[config.mk]
export PLATFORM = sky130hd
export DESIGN_NAME = integer_to_ascii_formatter_top
export DESIGN_NICKNAME = d
export VERILOG_FILES = /design/src/design/ita_pkg.sv /design/src/design/ita_digits.sv /design/src/design/ita_emit.sv /design/src/design/integer_to_ascii_formatter_top.sv
export SDC_FILE = /design/constraint.sdc
export NUM_CORES = 1
export LEC_CHECK = 0
export BUFFER_PORTS_ARGS = -buffer_cell sky130_fd_sc_hd__buf_2
export CAP_MARGIN = 0
export CORE_ASPECT_RATIO = 2
export CORE_MARGIN = 4
export CORE_UTILIZATION = 45
export CTS_CLUSTER_DIAMETER = 40
export DETAILED_ROUTE_END_ITERATION = 7
export SYNTH_ARGS = -nofsm -noshare
export SYNTH_HDL_FRONTEND = slang
export SYNTH_SLANG_ARGS = --single-unit
[constraint.sdc]
create_clock -name clk -period 7 [get_ports clk]
set_input_delay 0.7 -clock clk [delete_from_list [all_inputs] [get_ports clk]]
set_output_delay 0.7 -clock clk [all_outputs]
set_load 0.005 [all_outputs]
[src/design/ita_pkg.sv]
// ----------------------------------------------------------------------------
// ita_pkg
// shared types, constants and helpers of the integer to ascii formatter
// ----------------------------------------------------------------------------
package ita_pkg;

	localparam int VALUE_W   = 64;
	localparam int CMD_W     = 3;
	localparam int SIZE_W    = 2;
	localparam int WIDTH_W   = 7;
	localparam int CHAR_W    = 8;
	localparam int MAX_WIDTH = 64;

	localparam int SLOT_W    = 4;
	localparam int NUM_SLOTS = 22;
	localparam int SLOTS_W   = NUM_SLOTS * SLOT_W;
	localparam int CNT_W     = $clog2(NUM_SLOTS + 1);
	localparam int VAL_W     = VALUE_W + 2;
	localparam int OCT_BITS  = 3;

	localparam int DEC_STEPS = VALUE_W;
	localparam int OCT_STEPS = (VALUE_W + OCT_BITS - 1) / OCT_BITS;
	localparam int HEX_STEPS = VALUE_W / SLOT_W;
	localparam int STEP_W    = $clog2(DEC_STEPS + 1);

	typedef logic [CNT_W-1:0]   cnt_t;
	typedef logic [STEP_W-1:0]  step_t;
	typedef logic [WIDTH_W-1:0] width_t;
	typedef logic [CHAR_W-1:0]  char_t;
	typedef logic [SLOT_W-1:0]  digit_t;

	typedef enum logic [CMD_W-1:0] {
		CMD_DEC  = 3'd0,
		CMD_OCT  = 3'd1,
		CMD_HEXL = 3'd2,
		CMD_HEXU = 3'd3,
		CMD_PTR  = 3'd4
	} cmd_t;

	typedef enum logic [SIZE_W-1:0] {
		SZ_BYTE   = 2'd0,
		SZ_HALF   = 2'd1,
		SZ_WORD   = 2'd2,
		SZ_DOUBLE = 2'd3
	} size_t;

	localparam char_t CH_ZERO    = 8'h30;
	localparam char_t CH_SPACE   = 8'h20;
	localparam char_t CH_MINUS   = 8'h2d;
	localparam char_t CH_LOWER_X = 8'h78;
	localparam char_t CH_LOWER_A = 8'h61;
	localparam char_t CH_UPPER_A = 8'h41;

	typedef struct packed {
		width_t width;
		logic   pad_zero;
		logic   pad_right;
	} job_t;

	typedef struct packed {
		logic valid;
		cnt_t ndig;
		logic neg;
		logic ptr;
		logic caps;
	} conv_res_t;

	function automatic char_t digit_char(input digit_t d, input logic caps);
		char_t base_c;
		base_c = caps ? CH_UPPER_A : CH_LOWER_A;
		if (d < digit_t'(10))
			digit_char = CH_ZERO + char_t'(d);
		else
			digit_char = base_c + char_t'(d) - char_t'(10);
	endfunction

endpackage

[src/design/ita_digits.sv]
// ----------------------------------------------------------------------------
// ita_digits
// bit-serial digit generator: double dabble for decimal, nibble or 3-bit
// shifting for hex and octal, leading zero strip, then a digit stack popped
// most significant digit first
// ----------------------------------------------------------------------------
module ita_digits (
	input  logic                           clk,
	input  logic                           arst_n,
	input  logic                           start,
	input  logic [ita_pkg::VALUE_W-1:0]    value,
	input  logic [ita_pkg::CMD_W-1:0]      cmd,
	input  logic [ita_pkg::SIZE_W-1:0]     size,
	input  logic                           pop,
	output logic                           busy,
	output ita_pkg::conv_res_t             res,
	output ita_pkg::digit_t                top_digit
);

	typedef enum logic [1:0] {ST_IDLE, ST_CONV, ST_STRIP, ST_READY} state_t;

	state_t                        state_q;
	logic [ita_pkg::VAL_W-1:0]     val_q;
	logic [ita_pkg::SLOTS_W-1:0]   slots_q;
	ita_pkg::step_t                step_q;
	ita_pkg::cnt_t                 ndig_q;
	logic                          dec_q;
	logic                          oct_q;
	logic                          neg_q;
	logic                          ptr_q;
	logic                          caps_q;

	logic [ita_pkg::VALUE_W-1:0]   zx;
	logic [ita_pkg::VALUE_W-1:0]   sx;
	logic [ita_pkg::VALUE_W-1:0]   ext;
	logic [ita_pkg::VALUE_W-1:0]   mag;
	logic                          neg;
	logic [ita_pkg::SLOTS_W-1:0]   adj;
	ita_pkg::digit_t               s;

	always_comb begin
		unique case (ita_pkg::size_t'(size))
			ita_pkg::SZ_BYTE: begin
				zx = {56'b0, value[7:0]};
				sx = {{56{value[7]}}, value[7:0]};
			end
			ita_pkg::SZ_HALF: begin
				zx = {48'b0, value[15:0]};
				sx = {{48{value[15]}}, value[15:0]};
			end
			ita_pkg::SZ_WORD: begin
				zx = {32'b0, value[31:0]};
				sx = {{32{value[31]}}, value[31:0]};
			end
			ita_pkg::SZ_DOUBLE: begin
				zx = value;
				sx = value;
			end
		endcase
		if (cmd == ita_pkg::CMD_PTR)
			ext = value;
		else if (cmd == ita_pkg::CMD_DEC)
			ext = sx;
		else
			ext = zx;
		neg = (cmd == ita_pkg::CMD_DEC) && ext[ita_pkg::VALUE_W-1];
		mag = neg ? (~ext + 64'd1) : ext;
	end

	// add-3 correction on every bcd digit
	always_comb begin
		s   = '0;
		adj = '0;
		for (int i = 0; i < ita_pkg::NUM_SLOTS; i++) begin
			s = slots_q[i*ita_pkg::SLOT_W +: ita_pkg::SLOT_W];
			adj[i*ita_pkg::SLOT_W +: ita_pkg::SLOT_W] =
				(s >= ita_pkg::digit_t'(5)) ? s + ita_pkg::digit_t'(3) : s;
		end
	end

	assign top_digit = slots_q[ita_pkg::SLOTS_W-1 -: ita_pkg::SLOT_W];
	assign busy      = (state_q != ST_IDLE);
	assign res.valid = (state_q == ST_READY);
	assign res.ndig  = ndig_q;
	assign res.neg   = neg_q;
	assign res.ptr   = ptr_q;
	assign res.caps  = caps_q;

	always_ff @(posedge clk or negedge arst_n) begin
		if (!arst_n) begin
			state_q <= ST_IDLE;
			val_q   <= '0;
			slots_q <= '0;
			step_q  <= '0;
			ndig_q  <= '0;
			dec_q   <= 1'b0;
			oct_q   <= 1'b0;
			neg_q   <= 1'b0;
			ptr_q   <= 1'b0;
			caps_q  <= 1'b0;
		end else begin
			unique case (state_q)
				ST_IDLE: begin
					if (start) begin
						dec_q   <= (cmd == ita_pkg::CMD_DEC);
						oct_q   <= (cmd == ita_pkg::CMD_OCT);
						neg_q   <= neg;
						ptr_q   <= (cmd == ita_pkg::CMD_PTR);
						caps_q  <= (cmd == ita_pkg::CMD_HEXU);
						slots_q <= '0;
						if (cmd == ita_pkg::CMD_OCT) begin
							val_q  <= {2'b0, mag};
							step_q <= ita_pkg::step_t'(ita_pkg::OCT_STEPS - 1);
						end else if (cmd == ita_pkg::CMD_DEC) begin
							val_q  <= {mag, 2'b0};
							step_q <= ita_pkg::step_t'(ita_pkg::DEC_STEPS - 1);
						end else begin
							val_q  <= {mag, 2'b0};
							step_q <= ita_pkg::step_t'(ita_pkg::HEX_STEPS - 1);
						end
						state_q <= ST_CONV;
					end
				end
				ST_CONV: begin
					if (dec_q) begin
						slots_q <= {adj[ita_pkg::SLOTS_W-2:0], val_q[ita_pkg::VAL_W-1]};
						val_q   <= {val_q[ita_pkg::VAL_W-2:0], 1'b0};
					end else if (oct_q) begin
						slots_q <= {slots_q[ita_pkg::SLOTS_W-ita_pkg::SLOT_W-1:0], 1'b0,
							val_q[ita_pkg::VAL_W-1 -: ita_pkg::OCT_BITS]};
						val_q   <= {val_q[ita_pkg::VAL_W-ita_pkg::OCT_BITS-1:0], 3'b0};
					end else begin
						slots_q <= {slots_q[ita_pkg::SLOTS_W-ita_pkg::SLOT_W-1:0],
							val_q[ita_pkg::VAL_W-1 -: ita_pkg::SLOT_W]};
						val_q   <= {val_q[ita_pkg::VAL_W-ita_pkg::SLOT_W-1:0], 4'b0};
					end
					if (step_q == '0) begin
						ndig_q  <= ita_pkg::cnt_t'(ita_pkg::NUM_SLOTS);
						state_q <= ST_STRIP;
					end else begin
						step_q <= step_q - ita_pkg::step_t'(1);
					end
				end
				ST_STRIP: begin
					if (top_digit == '0 && ndig_q != ita_pkg::cnt_t'(1)) begin
						slots_q <= {slots_q[ita_pkg::SLOTS_W-ita_pkg::SLOT_W-1:0],
							ita_pkg::digit_t'(0)};
						ndig_q  <= ndig_q - ita_pkg::cnt_t'(1);
					end else begin
						state_q <= ST_READY;
					end
				end
				ST_READY: begin
					if (pop) begin
						slots_q <= {slots_q[ita_pkg::SLOTS_W-ita_pkg::SLOT_W-1:0],
							ita_pkg::digit_t'(0)};
						ndig_q  <= ndig_q - ita_pkg::cnt_t'(1);
						if (ndig_q == ita_pkg::cnt_t'(1))
							state_q <= ST_IDLE;
					end
				end
				default: state_q <= ST_IDLE;
			endcase
		end
	end

	a_start_idle: assert property (@(posedge clk) disable iff (!arst_n)
		start |-> state_q == ST_IDLE)
		else $error("conversion started while busy");

	a_ready_ndig: assert property (@(posedge clk) disable iff (!arst_n)
		state_q == ST_READY |-> ndig_q != '0)
		else $error("digit stack empty while ready");

	a_pop_ready: assert property (@(posedge clk) disable iff (!arst_n)
		pop |-> state_q == ST_READY)
		else $error("digit popped outside ready");

endmodule

[src/design/ita_emit.sv]
// ----------------------------------------------------------------------------
// ita_emit
// character sequencer: left pad, prefix, sign, digits, right pad, one
// character per transaction into an output register
// ----------------------------------------------------------------------------
module ita_emit (
	input  logic                    clk,
	input  logic                    arst_n,
	input  ita_pkg::job_t           job,
	input  ita_pkg::conv_res_t      conv,
	input  ita_pkg::digit_t         top_digit,
	output logic                    pop,
	output logic                    idle,
	output logic                    m_tvalid,
	input  logic                    m_tready,
	output ita_pkg::char_t          m_tdata,
	output logic                    m_tlast
);

	typedef enum logic [2:0] {
		PH_IDLE, PH_PADL, PH_PFX0, PH_PFXX, PH_MINUS, PH_DIG, PH_PADR
	} phase_t;

	phase_t             phase_q;
	ita_pkg::width_t    padcnt_q;
	ita_pkg::cnt_t      digcnt_q;
	logic               neg_q;
	logic               ptr_q;
	logic               caps_q;
	logic               pad_zero_q;
	logic               pad_right_q;
	logic               tvalid_q;
	ita_pkg::char_t     tdata_q;
	logic               tlast_q;

	ita_pkg::width_t    w_sat;
	ita_pkg::width_t    tlen;
	ita_pkg::width_t    pad;
	ita_pkg::char_t     pad_char;
	phase_t             first;
	logic               load;

	always_comb begin
		w_sat = (job.width > ita_pkg::width_t'(ita_pkg::MAX_WIDTH)) ?
			ita_pkg::width_t'(ita_pkg::MAX_WIDTH) : job.width;
		tlen  = ita_pkg::width_t'(conv.ndig) + ita_pkg::width_t'(conv.neg) +
			(conv.ptr ? ita_pkg::width_t'(2) : ita_pkg::width_t'(0));
		pad   = (w_sat > tlen) ? w_sat - tlen : '0;
		if (!job.pad_right && pad != '0)
			first = PH_PADL;
		else if (conv.ptr)
			first = PH_PFX0;
		else if (conv.neg)
			first = PH_MINUS;
		else
			first = PH_DIG;
		pad_char = pad_zero_q ? ita_pkg::CH_ZERO : ita_pkg::CH_SPACE;
		load     = (phase_q != PH_IDLE) && (!tvalid_q || m_tready);
	end

	assign pop      = load && (phase_q == PH_DIG);
	assign idle     = (phase_q == PH_IDLE);
	assign m_tvalid = tvalid_q;
	assign m_tdata  = tdata_q;
	assign m_tlast  = tlast_q;

	always_ff @(posedge clk or negedge arst_n) begin
		if (!arst_n) begin
			phase_q     <= PH_IDLE;
			padcnt_q    <= '0;
			digcnt_q    <= '0;
			neg_q       <= 1'b0;
			ptr_q       <= 1'b0;
			caps_q      <= 1'b0;
			pad_zero_q  <= 1'b0;
			pad_right_q <= 1'b0;
			tvalid_q    <= 1'b0;
			tdata_q     <= '0;
			tlast_q     <= 1'b0;
		end else begin
			if (load)
				tvalid_q <= 1'b1;
			else if (m_tready)
				tvalid_q <= 1'b0;
			unique case (phase_q)
				PH_IDLE: begin
					if (conv.valid) begin
						padcnt_q    <= pad;
						digcnt_q    <= conv.ndig;
						neg_q       <= conv.neg;
						ptr_q       <= conv.ptr;
						caps_q      <= conv.caps;
						pad_zero_q  <= job.pad_zero;
						pad_right_q <= job.pad_right;
						phase_q     <= first;
					end
				end
				PH_PADL: begin
					if (load) begin
						tdata_q  <= pad_char;
						tlast_q  <= 1'b0;
						padcnt_q <= padcnt_q - ita_pkg::width_t'(1);
						if (padcnt_q == ita_pkg::width_t'(1)) begin
							if (ptr_q)
								phase_q <= PH_PFX0;
							else if (neg_q)
								phase_q <= PH_MINUS;
							else
								phase_q <= PH_DIG;
						end
					end
				end
				PH_PFX0: begin
					if (load) begin
						tdata_q <= ita_pkg::CH_ZERO;
						tlast_q <= 1'b0;
						phase_q <= PH_PFXX;
					end
				end
				PH_PFXX: begin
					if (load) begin
						tdata_q <= ita_pkg::CH_LOWER_X;
						tlast_q <= 1'b0;
						phase_q <= PH_DIG;
					end
				end
				PH_MINUS: begin
					if (load) begin
						tdata_q <= ita_pkg::CH_MINUS;
						tlast_q <= 1'b0;
						phase_q <= PH_DIG;
					end
				end
				PH_DIG: begin
					if (load) begin
						tdata_q  <= ita_pkg::digit_char(top_digit, caps_q);
						tlast_q  <= (digcnt_q == ita_pkg::cnt_t'(1)) &&
							!(pad_right_q && padcnt_q != '0);
						digcnt_q <= digcnt_q - ita_pkg::cnt_t'(1);
						if (digcnt_q == ita_pkg::cnt_t'(1)) begin
							if (pad_right_q && padcnt_q != '0) begin
								phase_q <= PH_PADR;
							end else begin
								phase_q <= PH_IDLE;
							end
						end
					end
				end
				PH_PADR: begin
					if (load) begin
						tdata_q  <= pad_char;
						tlast_q  <= (padcnt_q == ita_pkg::width_t'(1));
						padcnt_q <= padcnt_q - ita_pkg::width_t'(1);
						if (padcnt_q == ita_pkg::width_t'(1)) begin
							phase_q <= PH_IDLE;
						end
					end
				end
				default: phase_q <= PH_IDLE;
			endcase
		end
	end

	a_dig_conv: assert property (@(posedge clk) disable iff (!arst_n)
		phase_q == PH_DIG |-> conv.valid)
		else $error("digit phase without digits ready");

	a_padl_side: assert property (@(posedge clk) disable iff (!arst_n)
		phase_q == PH_PADL |-> !pad_right_q && padcnt_q != '0)
		else $error("left padding on a right padded item");

	a_padr_side: assert property (@(posedge clk) disable iff (!arst_n)
		phase_q == PH_PADR |-> pad_right_q && padcnt_q != '0)
		else $error("right padding on a left padded item");

endmodule

[src/design/integer_to_ascii_formatter_top.sv]
// ----------------------------------------------------------------------------
// integer_to_ascii_formatter_top
// printf style integer conversion of one 64-bit value into a character stream
// ----------------------------------------------------------------------------
// conversion: 16 hex, 22 octal or 64 decimal bit-serial steps, a leading zero
//   strip, then the first character passes through the emitter's phase
//   register into the output register
// throughput: one character per cycle unless m_tready stalls, max(min(width, 64),
//   text length) characters; next item taken once the last is in the output register
// reset: arst_n clears all control state at once, no clearing pass
module integer_to_ascii_formatter_top (
	input  logic        clk,
	input  logic        arst_n,
	input  logic        s_tvalid,
	output logic        s_tready,
	input  logic [79:0] s_tdata,   // value[63:0], field_width[70:64], pad_with_zero[71],
	                               // pad_on_right[72], zeros above
	input  logic [4:0]  s_tuser,   // command[2:0], operand_size[4:3]
	output logic        m_tvalid,
	input  logic        m_tready,
	output logic [7:0]  m_tdata,   // char_out[7:0]
	output logic        m_tlast
);

	ita_pkg::job_t       job_q;
	ita_pkg::conv_res_t  conv;
	ita_pkg::digit_t     top_digit;
	logic                conv_busy;
	logic                emit_idle;
	logic                pop;
	logic                accept;
	logic                start;

	assign s_tready = !conv_busy && emit_idle;
	assign accept   = s_tvalid && s_tready;
	assign start    = accept && (s_tuser[2:0] <= ita_pkg::CMD_PTR);

	always_ff @(posedge clk or negedge arst_n) begin
		if (!arst_n) begin
			job_q <= '0;
		end else if (accept) begin
			job_q.width     <= s_tdata[70:64];
			job_q.pad_zero  <= s_tdata[71];
			job_q.pad_right <= s_tdata[72];
		end
	end

	ita_digits u_digits (
		.clk       (clk),
		.arst_n    (arst_n),
		.start     (start),
		.value     (s_tdata[63:0]),
		.cmd       (s_tuser[2:0]),
		.size      (s_tuser[4:3]),
		.pop       (pop),
		.busy      (conv_busy),
		.res       (conv),
		.top_digit (top_digit)
	);

	ita_emit u_emit (
		.clk       (clk),
		.arst_n    (arst_n),
		.job       (job_q),
		.conv      (conv),
		.top_digit (top_digit),
		.pop       (pop),
		.idle      (emit_idle),
		.m_tvalid  (m_tvalid),
		.m_tready  (m_tready),
		.m_tdata   (m_tdata),
		.m_tlast   (m_tlast)
	);

endmodule

* Word level (Yosys, flattened, before mapping)
Cells that the tools add are included.
** Word-level totals
- Register bits :: 212
- Bits of input ports :: 89
- Output and inout port bits :: 11
** Operators by class
- Add/subtract/negate cells :: 33
- Order comparisons :: 26
- Equality and inequality tests :: 39
- Muxes and demuxes :: 93
- Bitwise gates (word level) :: 1
- Reduce and logical (&&, ||, !) cells :: 47
** Operators with widths (count)
- $pmux 64 s4 :: 2
- $mux 88 :: 4
- $pmux 88 s4 :: 1
- $mux 66 :: 4
- $mux 64 :: 3
- $pmux 66 s2 :: 1
- $ge 4x3->1 const B :: 22
- $mux 4 :: 22
- $add 4x2->4 const B :: 21
- $add 64x1->64 const B :: 1
- $not 64->64 :: 1
- $mux 7 :: 7
- $mux 8 :: 6
- $mux 3 :: 14
- $pmux 8 s5 :: 1
- $mux 5 :: 6
- $ne 2x1->1 const B :: 15
- $pmux 7 s2 :: 2
- $pmux 3 s6 :: 1
- $pmux 5 s3 :: 1
- $reduce_bool 7->1 :: 2
- $sub 7x1->7 const B :: 2
- $eq 3x3->1 const B :: 4
- $mux 2 :: 6
- 43 further kinds :: 90

* Logic depth before layout (Yosys ltp)
Gate-level depths: netlist of run 1.
- Depth after elaboration :: 10
- Gate-level depth with buffers :: 16
- Gate-level depth less buffers :: 16

* Hierarchy
From an unflattened synthesis of run 1, not the netlist that was laid out.
** Second synthesis, totals
- Cell total of the unflattened synthesis :: 2205
- Area, all modules :: 16952.5 um^2
** By module, submodules not included
- ita_digits :: instances 1, cells each 1905, area each 14217.4 um^2
- ita_emit :: instances 1, cells each 277, area each 2326.0 um^2
- integer_to_ascii_formatter_top :: instances 1, cells each 23, area each 409.1 um^2

* Worst setup path before layout of run 1
OpenSTA, ideal clock, no wires.
- Kind :: reg2reg
- From :: register u_digits.ndig_q[0]
- To :: register u_emit.phase_q[1]
- Setup time :: 0.104 ns
- Arrival time :: 3.920 ns
- Setup slack :: 2.977 ns
- Cell stages (with the launch flop) :: 17
- Buffers on the path :: 0
- Cell sequence :: dfrtp_1 ha_1 ha_1 ha_1 ha_1 nand2_1 nand2_1 a22o_1 a21oi_1 ha_1 nor2b_1 a221oi_1 o311ai_0 or4b_2 o311ai_0 nand3_1 a221oi_1
** On the way
- Cells in the longest elaborated chain, start to end :: 9
- Elaborated cells between the ends (all ways) :: 10
** Ends and longest elaborated chain
- start: declaration :: RTL line ita_digits.sv:26 : ita_pkg::cnt_t ndig_q;
- start signal: assignment :: RTL line ita_digits.sv:138 : ndig_q <= ita_pkg::cnt_t'(ita_pkg::NUM_SLOTS);
- start signal: assignment :: RTL line ita_digits.sv:148 : ndig_q <= ndig_q - ita_pkg::cnt_t'(1);
- start signal: assignment :: RTL line ita_digits.sv:157 : ndig_q <= ndig_q - ita_pkg::cnt_t'(1);
- $add 5x1->6 * :: RTL line ita_emit.sv:46 : tlen = ita_pkg::width_t'(conv.ndig) + ita_pkg::width_t'(conv.neg) +
- $add 7x7->7 * :: RTL line ita_emit.sv:46
- $sub 7x7->7 / $gt 7x7->1 (equally long branches) :: RTL line ita_emit.sv:48 : pad = (w_sat > tlen) ? w_sat - tlen : '0;
- $mux 7 * :: RTL line ita_emit.sv:48
- $reduce_bool 7->1 * :: RTL line ita_emit.sv:49 : if (!job.pad_right && pad != '0)
- $logic_and 1x1->1 * :: RTL line ita_emit.sv:49
- $mux 3 * :: RTL line ita_emit.sv:49
- $mux 3 * :: RTL line ita_emit.sv:87 : if (conv.valid) begin
- $pmux 3 s6 * :: RTL line ita_emit.sv:85 : unique case (phase_q)
- end signal: assignment :: RTL line ita_emit.sv:95 : phase_q <= first;
- end: declaration :: RTL line ita_emit.sv:24 : phase_t phase_q;
Every way passes the cells marked *; elsewhere a longest branch is shown, timed or not. The select of a mux whose other input is x is not followed.
A chain may end at the register's enable or synchronous reset.

* Final worst setup path of run 1
Same ends and word-level chain as after synthesis.

==> results of run 1 <==
## cell families after synthesis
kind of cell / synth area share (%)
compound gates: 29.2
xor+xnor: 3.32
fa+ha+maj: 5.15
buf+inv: 5.19
flops: 30.8
mux: 5.44
other cells: 0.0438
simple gates: 20.9
## area by class of cell
class / count / share of cell area (%)
Tap cell: 459 / 3.05
Sequential cell: 211 / 28.1
Multi-Input combinational cell: 1847 / 58.7
Clock inverter: 17 / 0.791
Clock buffer: 32 / 3.96
Timing Repair Buffer: 125 / 3.90
Antenna cell: 1 / 0.0133
Inverter: 77 / 1.54
## cells in the mapped netlist (18+ instances only)
cell	count
a21oi_1	254
a22oi_1	76
a31oi_1	24
clkbuf_1	131
dfrtp_1	211
ha_1	69
inv_1	77
mux2i_1	74
nand2_1	341
nand2b_1	26
nand3_1	35
nor2_1	221
nor2b_1	28
nor3_1	47
o21ai_0	265
o22ai_1	18
o31ai_1	22
xnor2_1	49
## metrics by stage
step / util [%] / cells / setup slack, ns / power [mW] / hold slack (ns)
2_1_floorplan: - / 2291 / 2.98 / 4.84 / 0.404
3_3_place_gp: 47.9 / 2719 / 2.48 / 5.79 / 0.464
3_5_place_dp: 47.9 / 2719 / 2.25 / 5.88 / 0.467
4_1_cts: 50.3 / 2768 / 2.24 / 7.31 / 0.187
5_1_grt: 50.3 / 2769 / 1.85 / 7.90 / 0.234
6_report: 50.3 / 2769 / 2.08 / 7.26 / 0.172
## worst max-delay path, cell delays in order (launching register included)
cell and delay, ns:
dfrtp_1 0.44, ha_1 0.26, ha_1 0.29, ha_1 0.23
ha_1 0.24, nand2_1 0.08, nand2_1 0.06, a22o_1 0.18
a21oi_1 0.17, ha_1 0.30, nor2b_1 0.17, a221oi_1 0.31
o311ai_0 0.29, or4b_2 0.69, o311ai_0 0.70, nand3_1 0.15
a221oi_1 0.28
## metal layers
layer | global-route usage [%] | vias to the layer above | routed length (um)
met5 | 0 | - | 0
met4 | 13.3 | 0 | 2830
met3 | 2.07 | 167 | 1830
met2 | 45.5 | 474 | 27300
met1 | 27.7 | 8054 | 20300
li1 | - | 8244 | -
## power by group through the flow
stage	combinational, mW	clock, mW	sequential [mW]
6_report	3.64	1.39	2.23
5_1_grt	4.12	1.47	2.32
4_1_cts	3.65	1.43	2.23
3_5_place_dp	3.63	0	2.25
3_3_place_gp	3.56	0	2.23
2_1_floorplan	2.85	0	1.99
## sequential cells by signal, summed over array words and instances, names as in the netlist, 2 cells and up
name / count
job_q: 9
u_digits.val_q: 66
u_digits.slots_q: 88
u_emit.m_tdata: 7
u_digits.state_q: 2
u_digits.step_q: 7
u_emit.phase_q: 3
u_digits.ndig_q: 5
u_emit.digcnt_q: 5
u_emit.padcnt_q: 7
## final timing paths
check / depth (start not counted) / from / endpoint
max in group asynchronous: 2 / arst_n / u_digits.val_q[50]
setup reg to reg: 16 / u_digits.ndig_q[0] / u_emit.phase_q[1]
hold / removal: 1 / arst_n / u_emit.padcnt_q[5]
hold reg to reg: 2 / u_emit.m_tlast / u_emit.m_tlast
min in group clk: 2 / s_tdata[68] / job_q[6]
setup / recovery: 16 / u_digits.ndig_q[0] / u_emit.phase_q[1]
==> impl_metrics.json, run 1 <==
{
  "status": "complete, no violations",
  "die_x_um": 146,
  "cts_inserted_buffers": 27,
  "dpl-instance-area_sq_mm": 0.0179,
  "setup_violations": 0,
  "grt_setup_unrepaired": "no",
  "synth_cells": 2291,
  "seqCellArea_sq_mm": 0.00529,
  "start_kind": "flip-flop",
  "slew_headroom_pct": 26.5,
  "clk_pin_slew_ns": 0.06,
  "holdCritPathClass": "in2async",
  "worst_pin_slew_ns": 1.10,
  "wirelength_um": 52200,
  "post-cts-setup-buffers": 0,
  "yosys.area.top_type_share_pct": 30.8,
  "clock-sinks": 211,
  "async_flop_share_pct": 100,
  "avgSynthCellArea_sq_um": 7.49,
  "vias": 16939,
  "multi_input_area_sq_mm": 0.0110,
  "slew_viol_final": 0,
  "power_frac_comb_pct": 50.1,
  "ios": 100,
  "fillers": 3695,
  "core-area_sq_mm": 0.0374,
  "fp.dieArea_sq_mm": 0.0415,
  "syn2layout_area_growth_pct": 9.72,
  "worstPathArrival_ns": 5.37,
  "hpwl_um": 36700,
  "gp_congestion": 0.929,
  "power_leakage_nw": 7.26,
  "layout_commonest_cell": "nand2_1",
  "root_buffer": "clkbuf_16",
  "power_density_mw_per_mm2": 386,
  "synth_area_leaders": "dfrtp_1, o21ai_0, nand2_1",
  "fin_skew_ns": 0.0159,
  "drc": 0,
  "final_nets": 2448,
  "ys_ff_latch": 211,
  "htree_levels": 1,
  "firstDrtPassIters": 5,
  "tns_ns": 0,
  "final_area_sq_mm": 0.0188,
  "critical_path.max_fanout": 6,
  "final_cell_mix": "nand2_1, o21ai_0, a21oi_1, nor2_1, dfrtp_1",
  "grt-ovfl-total": 0,
  "track_usage_pct": 24.6,
  "fmax_ghz": 0.203,
  "post_cts_resized": 0,
  "clkPwrFrac_pct": 19.1,
  "fin_crit_ns": 4.92,
  "synth_area_sq_mm": 0.0172,
  "cts_buffer_depth": 3,
  "die_h_um": 284,
  "required_ns": 7.45,
  "ant_nets": 0,
  "r2r_slack_ns": 2.08,
  "pwr-share-seq_pct": 30.8,
  "worstSetupEndpointType": "flip-flop",
  "syn_nets": 2450,
  "maxCapViolations": 0,
  "synth-main-ff-cell": "dfrtp_1",
  "core.rowCount": 100,
  "antenna_found_initial": 1,
  "vdd_drop_max_mv": 0.292,
  "min_period_over_period_pct": 70.3,
  "p_switching_mw": 3.47,
  "viasPerCell": 6.12,
  "grt_max_degree": 120,
  "switching_share_pct": 47.8,
  "netlist-cell-type-count": 81,
  "initialDrtViolationCount": 1167,
  "wl_per_cell_um": 18.9,
  "synth-edff-count": 0,
  "p_int_mw": 3.79,
  "first_global_vias": 16957,
  "drive_above_1_share_pct": 9.74,
  "synth_top_cell_by_area": "dfrtp_1",
  "setup.worst_path.class": "reg2reg",
  "yosys_warnings": 0,
  "clk_latency_ns": 0.55,
  "hold_violations": 0,
  "grt_pass1_wl_um": 86100,
  "ctsHoldBuffers": 0,
  "cts_tree": "done",
  "seq_area_frac_synth_pct": 30.8,
  "io_buffers": 91,
  "initial_utilization_pct": 45.8
}
Note: power is estimated with default switching activity, not from simulation.
==> run 2: changes to the inputs <==
==> constraint.sdc (replaced) <==
create_clock -name clk -period 5.2 [get_ports clk]
set_input_delay 0.52 -clock clk [delete_from_list [all_inputs] [get_ports clk]]
set_output_delay 0.52 -clock clk [all_outputs]
set_load 0.005 [all_outputs]
==> run 2 against run 1 <==
Against the previous run: critical endpoint unchanged; largest cell class unchanged; final area is 0.66% higher; wire length rose by 0.94%; maximum frequency is 5.3% higher; the flow now finishes with violations (hold timing); utilization up 0.33 points; hold slack lost 0.23 ns.
==> impl_metrics.json, run 2 (synthesis gave the netlist of run 1 again) <==
{
  "start_kind": "flip-flop",
  "r2r_slack_ns": 0.53,
  "antenna_found_initial": 0,
  "clkPwrFrac_pct": 20.2,
  "fp.dieArea_sq_mm": 0.0415,
  "setup_violations": 0,
  "layout_commonest_cell": "nand2_1",
  "vdd_drop_max_mv": 0.403,
  "ant_nets": 0,
  "largest_reg_flops": 88,
  "fin_crit_ns": 4.67,
  "critical_path.max_fanout": 6,
  "finalPower_mw": 9.95,
  "hold_violations": 31,
  "final_cell_mix": "nand2_1, o21ai_0, a21oi_1, nor2_1, dfrtp_1",
  "cts_inserted_buffers": 26,
  "reg_top3": "u_digits.slots_q x88, u_digits.val_q x66, job_q x9",
  "worstPathArrival_ns": 5.12,
  "first_global_vias": 16830,
  "ios": 100,
  "wl_per_cell_um": 19.0,
  "syn2layout_area_growth_pct": 10.4,
  "worstSetupEndpointType": "flip-flop",
  "min_period_over_period_pct": 89.8,
  "root_buffer": "clkbuf_16",
  "regMostFlops": "u_digits.slots_q",
  "p_int_mw": 5.29,
  "power_density_mw_per_mm2": 525,
  "core.rowCount": 100,
  "initialDrtViolationCount": 1108,
  "cp-endpoint": "u_emit.phase_q[1]",
  "initial_utilization_pct": 45.8,
  "post_cts_resized": 0,
  "p_switching_mw": 4.67,
  "die_x_um": 146,
  "regToRegStartpoint": "u_digits.ndig_q[0]",
  "wirelength_um": 52700,
  "ctsHoldBuffers": 0,
  "maxCapViolations": 0,
  "setup.worst_path.class": "reg2reg",
  "clk_latency_ns": 0.55,
  "grt_max_degree": 129,
  "slew_viol_final": 0,
  "cts_tree": "done",
  "fin_skew_ns": 0.0182,
  "grt_pass1_wl_um": 86600,
  "dp_cells": 2725,
  "grt-ovfl-total": 0,
  "rr_worst_depth": 16,
  "hpwl_um": 37300,
  "power_frac_comb_pct": 49.3,
  "hold_ws_ns": -0.0569,
  "power_leakage_nw": 7.32,
  "worstReg2RegEnd": "u_emit.phase_q[1]",
  "drive_above_1_share_pct": 9.81,
  "setup_ws_ns": 0.531,
  "viasPerCell": 6.13,
  "crit_path_start": "u_digits.ndig_q[0]",
  "worst_pin_slew_ns": 1.06,
  "pre_cts_slack_ns": 0.638,
  "status": "finished with violations",
  "clk_pin_slew_ns": 0.06,
  "tns_ns": 0,
  "holdCritPathClass": "in2async",
  "switching_share_pct": 46.9,
  "grt_setup_unrepaired": "no",
  "post-cts-setup-buffers": 0,
  "vias": 17001,
  "cts_buffer_depth": 3,
  "firstDrtPassIters": 6,
  "pwr-share-seq_pct": 30.4,
  "io_buffers": 91,
  "final_nets": 2453,
  "failed_checks": "hold timing",
  "instances_no_fill": 2773,
  "gp_congestion": 0.943,
  "slew_headroom_pct": 29.3,
  "clock-sinks": 211,
  "required_ns": 5.65,
  "num_antenna_cells": 0,
  "die_h_um": 284,
  "drc": 0,
  "fmax_ghz": 0.214,
  "htree_levels": 1,
  "core-area_sq_mm": 0.0374,
  "track_usage_pct": 24.7
}
run 2: worst min-delay path by stage:
stage / to / depth (start not counted) / slack [ns]
CTS: u_emit.padcnt_q[5] / 1 / 0.001
global placement: u_emit.neg_q / 2 / 0.47
finish: u_emit.padcnt_q[5] / 1 / -0.06
floorplan: job_q[0] / 0 / 0.22
detailed placement: u_emit.neg_q / 2 / 0.47
global route: u_emit.padcnt_q[5] / 1 / 0.02
run 2: area by class of cell:
type / count / area [sq um]
tap: 459 / 574
clock inverter: 15 / 221
timing repair buffer: 131 / 803
clock buffer: 33 / 728
fill: 3673 / 18500
inverter: 77 / 289
multi-input combinational: 1847 / 11000
sequential: 211 / 5290
run 2: routing by layer:
layer | share of wire, % | routed length [um] | global-route usage [%]
met5 | 0 | 0 | 0
met4 | 4.4 | 2330 | 10.9
met3 | 3.6 | 1920 | 1.85
met2 | 53 | 27900 | 46.5
met1 | 39 | 20600 | 28.3
run 2: critical path, cell delays in order (launching register included):
cell	delay, ns
dfrtp_1	0.45
ha_1	0.25
ha_1	0.28
ha_1	0.23
ha_1	0.25
nand2_1	0.07
nand2_1	0.05
a22o_1	0.18
a21oi_1	0.18
ha_1	0.30
nor2b_1	0.18
a221oi_1	0.23
o311ai_0	0.23
or4b_2	0.66
o311ai_0	0.58
nand3_1	0.17
a221oi_1	0.28
run 2: through the flow:
step | instance area [sq um] | util, %
after floorplan | 17200 | -
after global placement | 18000 | 48.1
after detailed placement | 18000 | 48.1
after CTS | 18900 | 50.6
after global routing | 18900 | 50.6
final | 18900 | 50.6
run 2: power by group through the flow:
stage | Clock, mW | Sequential, mW | Combinational, mW
2_1_floorplan | 0 | 2.69 | 3.83
3_3_place_gp | 0 | 3.02 | 4.79
3_5_place_dp | 0 | 3.05 | 4.89
4_1_cts | 2.06 | 3.02 | 4.92
5_1_grt | 2.11 | 3.14 | 5.55
6_report | 2.01 | 3.03 | 4.91
